===== src/rtl/scsa_pkg.sv =====
// Shared types, codes and helper functions of the size-class slab allocator.
package scsa_pkg;

  localparam int unsigned NUM_CLASSES = 8;
  localparam int unsigned SLOTS_MAX   = 128;

  localparam logic [2:0] ST_OK       = 3'd0;
  localparam logic [2:0] ST_ZERO     = 3'd1;
  localparam logic [2:0] ST_BIG      = 3'd2;
  localparam logic [2:0] ST_FULL     = 3'd3;
  localparam logic [2:0] ST_NOTOWNED = 3'd4;

  localparam logic CMD_ALLOC = 1'b0;
  localparam logic CMD_FREE  = 1'b1;

  localparam logic [12:0] PAGE_BYTES = 13'd4096;

  typedef struct packed {
    logic        cmd;
    logic [12:0] req_size;
    logic [19:0] free_addr;
  } in_t;

  typedef struct packed {
    logic [19:0] alloc_addr;
    logic [2:0]  status;
  } out_t;

  typedef enum logic [3:0] {
    OP_NONE,
    OP_LOAD,
    OP_RD,
    OP_SCAN,
    OP_MTF1,
    OP_MTF2,
    OP_MTF3,
    OP_NEW1,
    OP_NEW2,
    OP_FCLR,
    OP_FIN
  } dp_op_t;

  typedef struct packed {
    dp_op_t     op;
    logic [2:0] st;
  } dp_cmd_t;

  typedef struct packed {
    logic zero_sz;
    logic too_big;
    logic not_owned;
    logic cur_nil;
    logic found;
    logic last;
    logic is_head;
    logic full;
  } dp_sts_t;

  // Smallest class c whose slot size 32 << c holds the request.
  function automatic logic [2:0] size_class(input logic [12:0] size);
    logic [2:0] c;
    c = 3'd7;
    for (int i = 6; i >= 0; i--) begin
      if (size <= (13'd32 << i)) c = 3'(i);
    end
    return c;
  endfunction

  // Bitmap mask with one bit set for every slot that a page of class c has.
  function automatic logic [SLOTS_MAX-1:0] slot_mask(input logic [2:0] c);
    logic [7:0] sh;
    sh = 8'd128 - (8'd128 >> c);
    return {SLOTS_MAX{1'b1}} >> sh;
  endfunction

endpackage


===== src/rtl/scsa_ctrl.sv =====
// Controller state machine of the slab allocator.
module scsa_ctrl (
  input  logic             clk,
  input  logic             rst_n,
  input  logic             in_valid,
  output logic             in_ready,
  input  logic             in_cmd,
  output logic             out_valid,
  input  logic             out_ready,
  output scsa_pkg::dp_cmd_t dp_cmd,
  input  scsa_pkg::dp_sts_t dp_sts
);
  import scsa_pkg::*;

  typedef enum logic [3:0] {
    S_IDLE, S_ACHK, S_SCAN, S_M1, S_M2, S_M3, S_N1, S_N2,
    S_FRD, S_FCLR, S_FIN, S_OUT
  } state_t;

  state_t     state_r, state_nxt;
  logic [2:0] st_r, st_nxt;

  assign in_ready  = (state_r == S_IDLE);
  assign out_valid = (state_r == S_OUT);

  always_comb begin
    state_nxt  = state_r;
    st_nxt     = st_r;
    dp_cmd.op  = OP_NONE;
    dp_cmd.st  = st_r;
    case (state_r)
      S_IDLE: begin
        if (in_valid) begin
          dp_cmd.op = OP_LOAD;
          st_nxt    = ST_OK;
          if (in_cmd == CMD_FREE) begin
            if (dp_sts.not_owned) begin
              st_nxt    = ST_NOTOWNED;
              state_nxt = S_FIN;
            end else begin
              state_nxt = S_FRD;
            end
          end else if (dp_sts.zero_sz) begin
            st_nxt    = ST_ZERO;
            state_nxt = S_FIN;
          end else if (dp_sts.too_big) begin
            st_nxt    = ST_BIG;
            state_nxt = S_FIN;
          end else begin
            state_nxt = S_ACHK;
          end
        end
      end
      S_ACHK: begin
        dp_cmd.op = OP_RD;
        if (dp_sts.cur_nil) begin
          if (dp_sts.full) begin
            st_nxt    = ST_FULL;
            state_nxt = S_FIN;
          end else begin
            state_nxt = S_N1;
          end
        end else begin
          state_nxt = S_SCAN;
        end
      end
      S_SCAN: begin
        dp_cmd.op = OP_SCAN;
        if (dp_sts.found) begin
          state_nxt = dp_sts.is_head ? S_FIN : S_M1;
        end else if (dp_sts.last) begin
          if (dp_sts.full) begin
            st_nxt    = ST_FULL;
            state_nxt = S_FIN;
          end else begin
            state_nxt = S_N1;
          end
        end else begin
          state_nxt = S_ACHK;
        end
      end
      S_M1: begin
        dp_cmd.op = OP_MTF1;
        state_nxt = S_M2;
      end
      S_M2: begin
        dp_cmd.op = OP_MTF2;
        state_nxt = S_M3;
      end
      S_M3: begin
        dp_cmd.op = OP_MTF3;
        state_nxt = S_FIN;
      end
      S_N1: begin
        dp_cmd.op = OP_NEW1;
        state_nxt = S_N2;
      end
      S_N2: begin
        dp_cmd.op = OP_NEW2;
        state_nxt = S_FIN;
      end
      S_FRD: begin
        dp_cmd.op = OP_RD;
        state_nxt = S_FCLR;
      end
      S_FCLR: begin
        dp_cmd.op = OP_FCLR;
        state_nxt = S_FIN;
      end
      S_FIN: begin
        dp_cmd.op = OP_FIN;
        state_nxt = S_OUT;
      end
      S_OUT: begin
        if (out_ready) state_nxt = S_IDLE;
      end
      default: state_nxt = S_IDLE;
    endcase
  end

  always_ff @(posedge clk) begin
    if (!rst_n) begin
      state_r <= S_IDLE;
      st_r    <= ST_OK;
    end else begin
      state_r <= state_nxt;
      st_r    <= st_nxt;
    end
  end

endmodule


===== config.mk =====
export PLATFORM = sky130hd
export DESIGN_NAME = scsa_ctrl
export DESIGN_NICKNAME = d
export VERILOG_FILES = /design/src/rtl/scsa_pkg.sv /design/src/rtl/scsa_ctrl.sv
export SDC_FILE = /design/constraint.sdc
export NUM_CORES = 1
export LEC_CHECK = 0
export ABC_AREA = 1
export BUFFER_PORTS_ARGS = -buffer_cell sky130_fd_sc_hd__buf_4
export CORE_ASPECT_RATIO = 1.25
export CORE_MARGIN = 2
export CORE_UTILIZATION = 30
export DETAILED_ROUTE_END_ITERATION = 8
export PLACE_DENSITY = 0.63
export SYNTH_ARGS = -nofsm -noshare
export SYNTH_HDL_FRONTEND = slang
export SYNTH_SLANG_ARGS = --single-unit

===== constraint.sdc =====
create_clock -name clk -period 3.6 [get_ports clk]
set_input_delay 0.18 -clock clk [delete_from_list [all_inputs] [get_ports clk]]
set_output_delay 0.18 -clock clk [all_outputs]
set_load 0.05 [all_outputs]

==> results_dict.tcl, run 1 <==
set metrics [dict create \
    timing.rr.end "st_r[2]" \
    timing.critical_path.to_type "output port" \
    num_io_pins 22 \
    routed_via_count 783 \
    power.ir.vdd_worst_uv 446.7 \
    groute.usage.overall 0.1375 \
    static-leakage-power_uw 0.0004671 \
    startpoint_type_of_the_worst_setup_path "flip-flop" \
    routabilityCongestion 0.8593 \
    h-tree-depth 1 \
    synth.most_common_cell "nand2_1" \
    worst-setup-path-type "reg -> out" \
    effective_utilization_at_floorplan 0.3213 \
    layout_setup_ws_ps 1947 \
    cp_slowest_cell "dfxtp_1" \
    area_growth_syn_to_layout_pct 32.81 \
    detailedPlace.worstSlack_ps 2233 \
    nets 153 \
    post_cts_resized 0 \
    cts.root.buffer_cell "clkbuf_4" \
    path_clk_slew_ps 50 \
    port_buffers 21 \
    design.die.area_mm2 0.002510 \
    first_global_vias 668 \
    slew_viol_final 0 \
    diodes 0 \
    design.core.area_mm2 0.001982 \
    postcts_setup_bufs 0 \
    holdPathEnd "state_r[2]" \
    floorplan.rows 18 \
    yosys.cell_types.count 18 \
    global_route_wire_length_before_repair_um 2663 \
    seq_total_area_yosys 0.2200 \
    detailedRoute.firstPassIterationCount 4 \
    crit_path_max_incr_delay_ps 360 \
    post_synth_edffs 0 \
    fp.dieH_um 55.52 \
    critical_path.max_fanout 5 \
    netlist.top_cell.by_area "nand2_1" \
    clock_tree.buffer_depth 2 \
    filler_cell_count 233 \
    max_clk_rate_mhz 604.8 \
    top_reg_cell_synth "dfxtp_1" \
    finalSetupViolCount 0 \
    min_period_over_period 0.4593 \
    timing.critical_path.cells "inv_2 -> nand2_2 -> nor2_2 -> a21oi_1 -> o211ai_1 -> buf_4" \
    layout_min_cycle_time_ps 1653 \
    grt_setup_unrepaired "false" \
    setup_total_negative_slack_ps 0 \
    detail_route.drc_violations 0 \
    critical_path_required_ps 3420 \
    insertion_delay_ps 250 \
    wl_per_cell_um 10.25 \
    hold_path_depth 3 \
    routed_via_density 4.925 \
    mappedNetlistArea_um2 636.9 \
    postRouteWirelength_um 1630 \
    postSynthRegisterBits 7 \
    synthTopCellsByArea "nand2_1, dfxtp_1, a21oi_1" \
    detailedRoute.firstIterationViolations 36 \
    cap_viol_max_count 0 \
    reg2reg_launch_point "state_r[2]" \
    power_uw 772.8 \
    critPathArrivalTime_ps 1470 \
    dp_hpwl_um 1352 \
    relSlewSlack 0.8190 \
    cts_made_buffers 3 \
    syn_nets 127 \
    place_inst 155 \
    width_of_the_die_um 45.21 \
    finalHoldViolations 0 \
    ys_async_sr_fraction 0 \
    synth_common_cells "nand2_1, inv_1, nor2_1, a21oi_1" \
    grt_remaining_overflow 0 \
    average_instance_area_after_synthesis_um2 5.587 \
    layout-drive-gt1-share 0.2878 \
    worst_hold_startpoint "rst_n" \
    grt_start_max_net_pins 7 \
    timing.reg2reg.setup_slack_ps 2270 \
    cts_hold_buffers 0 \
    reg2reg_depth 6 \
    synth_cells 114 \
    hold_path_class "in -> reg" \
    clock_skew_ps 4.098 \
    clock_tree_from_tritoncts "built" \
    yosys_warnings 0 \
    tightest_slew_ps 270.2 \
    clock_sink_count 7 \
    status "completed" \
    antenna_found_initial 0 \
    drt.antenna.violating_nets 0 \
    netlist.area_leader.share 0.2299 \
    post_layout_nonfiller_instances 159 \
    power.density_cell_area_mw_per_mm2 913.6 \
]
worst max path at each step:
stage | from | to | slack, ps | cells after the start
2_1_floorplan | state_r[0] | dp_cmd[3] | 1820 | 5
3_3_place_gp | state_r[0] | dp_cmd[3] | 2240 | 6
3_5_place_dp | state_r[0] | dp_cmd[3] | 2230 | 6
4_1_cts | state_r[0] | dp_cmd[3] | 1950 | 6
5_1_grt | state_r[0] | dp_cmd[3] | 1850 | 6
6_report | state_r[0] | dp_cmd[3] | 1950 | 6
power by group:
part           internal, uW  switching [uW]
clock network          42.3            29.2
logic                   179             393
registers               104            24.8
total                   325             447
state kept, by name, summed over array words and instances (netlist names):
name / cells
st_r: 3
state_r: 4
cell families (layout without fill, tap and decap cells):
family / count (synthesis) / after routing / share of synthesized area
and+or+nand+nor: 73 / 73 / 0.5206
AOI/OAI and AO/OA: 17 / 17 / 0.1591
buffers and inverters: 17 / 42 / 0.1002
DFF: 7 / 7 / 0.2200
layout make-up:
cell class	instances	area [um^2]	area share
Clock buffer	4	26.28	0.03107
Inverter	17	63.81	0.07544
Multi-Input combinational cell	90	432.9	0.5118
Sequential cell	7	140.1	0.1657
Tap cell	20	25.02	0.02959
Timing Repair Buffer	21	157.7	0.1864
metrics by stage:
step	hold slack (ps)	utilization	instance area, um^2
global route	188.1	0.4268	845.8
floorplan	277.6	-	636.9
detailed placement	418.0	0.4135	819.5
global placement	413.8	0.4135	819.5
finish	158.1	0.4268	845.8
CTS	153.7	0.4268	845.8
worst max-delay path, delay by kind of cell (launching register included):
| family | cells | cell delay, ps |
|---|---|---|
| compound gates | 2 | 200 |
| simple gates | 2 | 330 |
| flops | 1 | 360 |
| buf+inv | 2 | 330 |
placed cells by master, fill, tap and decap left out, drive strengths merged:
cell type	Yosys	routed
nor3	1	1
nand4	2	2
buf	0	21
nand3b	2	2
nand2	43	43
inv	17	17
o21ai	3	3
o211ai	4	4
o31ai	1	1
dfxtp	7	7
nor2	18	18
nand3	7	7
a21oi	9	9
clkbuf	0	4
per-layer routing:
metal	routed length [um]	global-route usage
met1	739	0.1845
met2	766	0.2184
met5	0	0
met4	0	0.01261
met3	124	0.04575
No activity file was read; power rests on OpenSTA's default activity.
==> inputs of run 2 (changes only) <==
- PLACE_DENSITY: 0.63 -> 0.65
- clock period: 3.6 -> 1.4 ns (I/O delays scaled with it)
==> run 2 against run 1 <==
Against the previous run: the run now ends with setup timing left; count of clock-buffer cells in the layout unchanged; worst setup slack lost 2000 ps; sequential power increased to 2.7 times the previous value; routed wire length grew 6.8%; register-to-register slack got worse by 2100 ps; first-iteration DRC count is 56% lower; sequential cell count unchanged; critical endpoint is now dp_cmd[5]; largest power group unchanged; total power grew to 2.8 times the previous value.
==> results_dict.tcl, run 2 (synthesis results as in run 1) <==
set metrics [dict create \
    cts_hold_buffers 0 \
    detailedPlace.worstSlack_ps 117.8 \
    global_route_wire_length_before_repair_um 2842 \
    port_buffers 21 \
    routed_via_count 782 \
    clock_tree_from_tritoncts "built" \
    postRouteWirelength_um 1741 \
    diodes 0 \
    relSlewSlack 0.8069 \
    layout_min_cycle_time_ps 1404 \
    clock_tree.buffer_depth 2 \
    cts.root.buffer_cell "clkbuf_4" \
    nets 155 \
    clock_skew_ps 1.719 \
    timing.critical_path.to_type "output port" \
    insertion_delay_ps 250 \
    max_clk_rate_mhz 712.5 \
    area_growth_syn_to_layout_pct 42.44 \
    fp.dieH_um 55.52 \
    effective_utilization_at_floorplan 0.3213 \
    hold_path_class "in -> reg" \
    cap_viol_max_count 0 \
    top_register "state_r" \
    path_clk_slew_ps 50 \
    final_cell_mix "nand2_1, buf_4, inv_1, nor2_1" \
    finalSetupViolCount 1 \
    layout.cells.most_common "nand2_1" \
    critical_path_required_ps 1330 \
    routed_via_density 4.857 \
    biggestRegsByFlops "state_r (4), st_r (3)" \
    width_of_the_die_um 45.21 \
    status "complete, but fails checks" \
    design.die.area_mm2 0.002510 \
    layout_setup_ws_ps -3.540 \
    power.density_cell_area_mw_per_mm2 2363 \
    floorplan.rows 18 \
    layout-drive-gt1-share 0.3475 \
    max_ffs_per_register 4 \
    power.ir.vdd_worst_uv 1085 \
    setup_total_negative_slack_ps -3.540 \
    wl_per_cell_um 10.81 \
    clock_sink_count 7 \
    grt_start_max_net_pins 7 \
    cts_made_buffers 3 \
    critPathArrivalTime_ps 1330 \
    critical_path.max_fanout 4 \
    static-leakage-power_uw 0.0004833 \
    h-tree-depth 1 \
    detailedRoute.firstIterationViolations 16 \
    dp_hpwl_um 1443 \
    tightest_slew_ps 288.4 \
    design.core.area_mm2 0.001982 \
    slew_viol_final 0 \
    first_global_vias 755 \
    antenna_found_initial 0 \
    drt.antenna.violating_nets 0 \
    grt_setup_unrepaired "true" \
    startpoint_type_of_the_worst_setup_path "flip-flop" \
    detailedRoute.firstPassIterationCount 4 \
    worst-setup-path-type "reg -> out" \
    finalHoldViolations 0 \
    failing_checks "setup timing" \
    num_io_pins 22 \
    min_period_over_period 1.003 \
    grt_remaining_overflow 0 \
    detail_route.drc_violations 0 \
    routabilityCongestion 0.8398 \
    groute.usage.overall 0.1487 \
]
[run 2: changes by cell type in the layout (fill, tap and decap cells not counted)]
| cell | change |
|---|---|
| nand2_1 | -1 |
| nand2_4 | +1 |
| dfxtp_1 | -4 |
| buf_4 | +1 |
| nor2_4 | +4 |
| a21oi_2 | +2 |
| dfxtp_2 | +3 |
| buf_6 | +1 |
| a21oi_1 | -2 |
| dfxtp_4 | +1 |
| nor2_2 | -4 |
[run 2: worst max-delay path: stages (launching register included)]
cell and delay [ps]:
dfxtp_2 370, nand2_1 160, inv_1 140, o21ai_0 100, a21oi_2 110, buf_4 200
[run 2: repair_timing]
item / 4_1_cts / 5_1_grt
setup buffers: 2 / 0
resized for setup: 8 / 4
endpoints found under the hold margin: 0 / 0
endpoints found under the setup margin: 2 / 4
pin swaps: 1 / 0
[run 2: per-layer routing]
metal	vias to the layer above	global-route usage	share of wire
met5	-	0	0
met4	0	0.06303	0.014
met3	4	0.02614	0.059
met2	25	0.2653	0.52
met1	330	0.1620	0.41
li1	423	-	-
[run 2: power breakdown]
| part | leakage [uW] | total, uW | internal [uW] | switching, uW |
|---|---|---|---|---|
| Sequential | 0.0000595 | 347 | 278 | 69.3 |
| Clock | 0.0000150 | 189 | 109 | 79.8 |
| Combinational | 0.000409 | 1610 | 535 | 1070 |
[run 2: final timing paths]
path / slack (ps) / depth (start not counted) / startpoint / end
worst min-delay path: 50 / 3 / rst_n / state_r[2]
worst max register to register: 150 / 8 / state_r[2] / state_r[0]
worst max-delay path: -4 / 5 / state_r[1] / dp_cmd[5]
worst min register to register: 490 / 2 / st_r[0] / st_r[0]
[run 2: final cells by class]
cell class | instances | area [um^2]
Inverter | 17 | 63.81
Tap cell | 20 | 25.02
Clock buffer | 4 | 26.28
Sequential cell | 7 | 147.6
Fill cell | 223 | 1075
Timing Repair Buffer | 23 | 176.4
Multi-Input combinational cell | 90 | 467.9
[run 2: per-stage QoR]
step	cell area, um^2	cells	power (uW)	utilization	hold WS (ps)
global placement	828.3	155	1833	0.4179	295.5
CTS	892.1	161	2114	0.4501	35.41
global route	907.1	161	2297	0.4577	92.91
detailed placement	828.3	155	1830	0.4179	300.0
floorplan	645.6	114	1464	-	167.6
finish	907.1	161	2144	0.4577	53.42
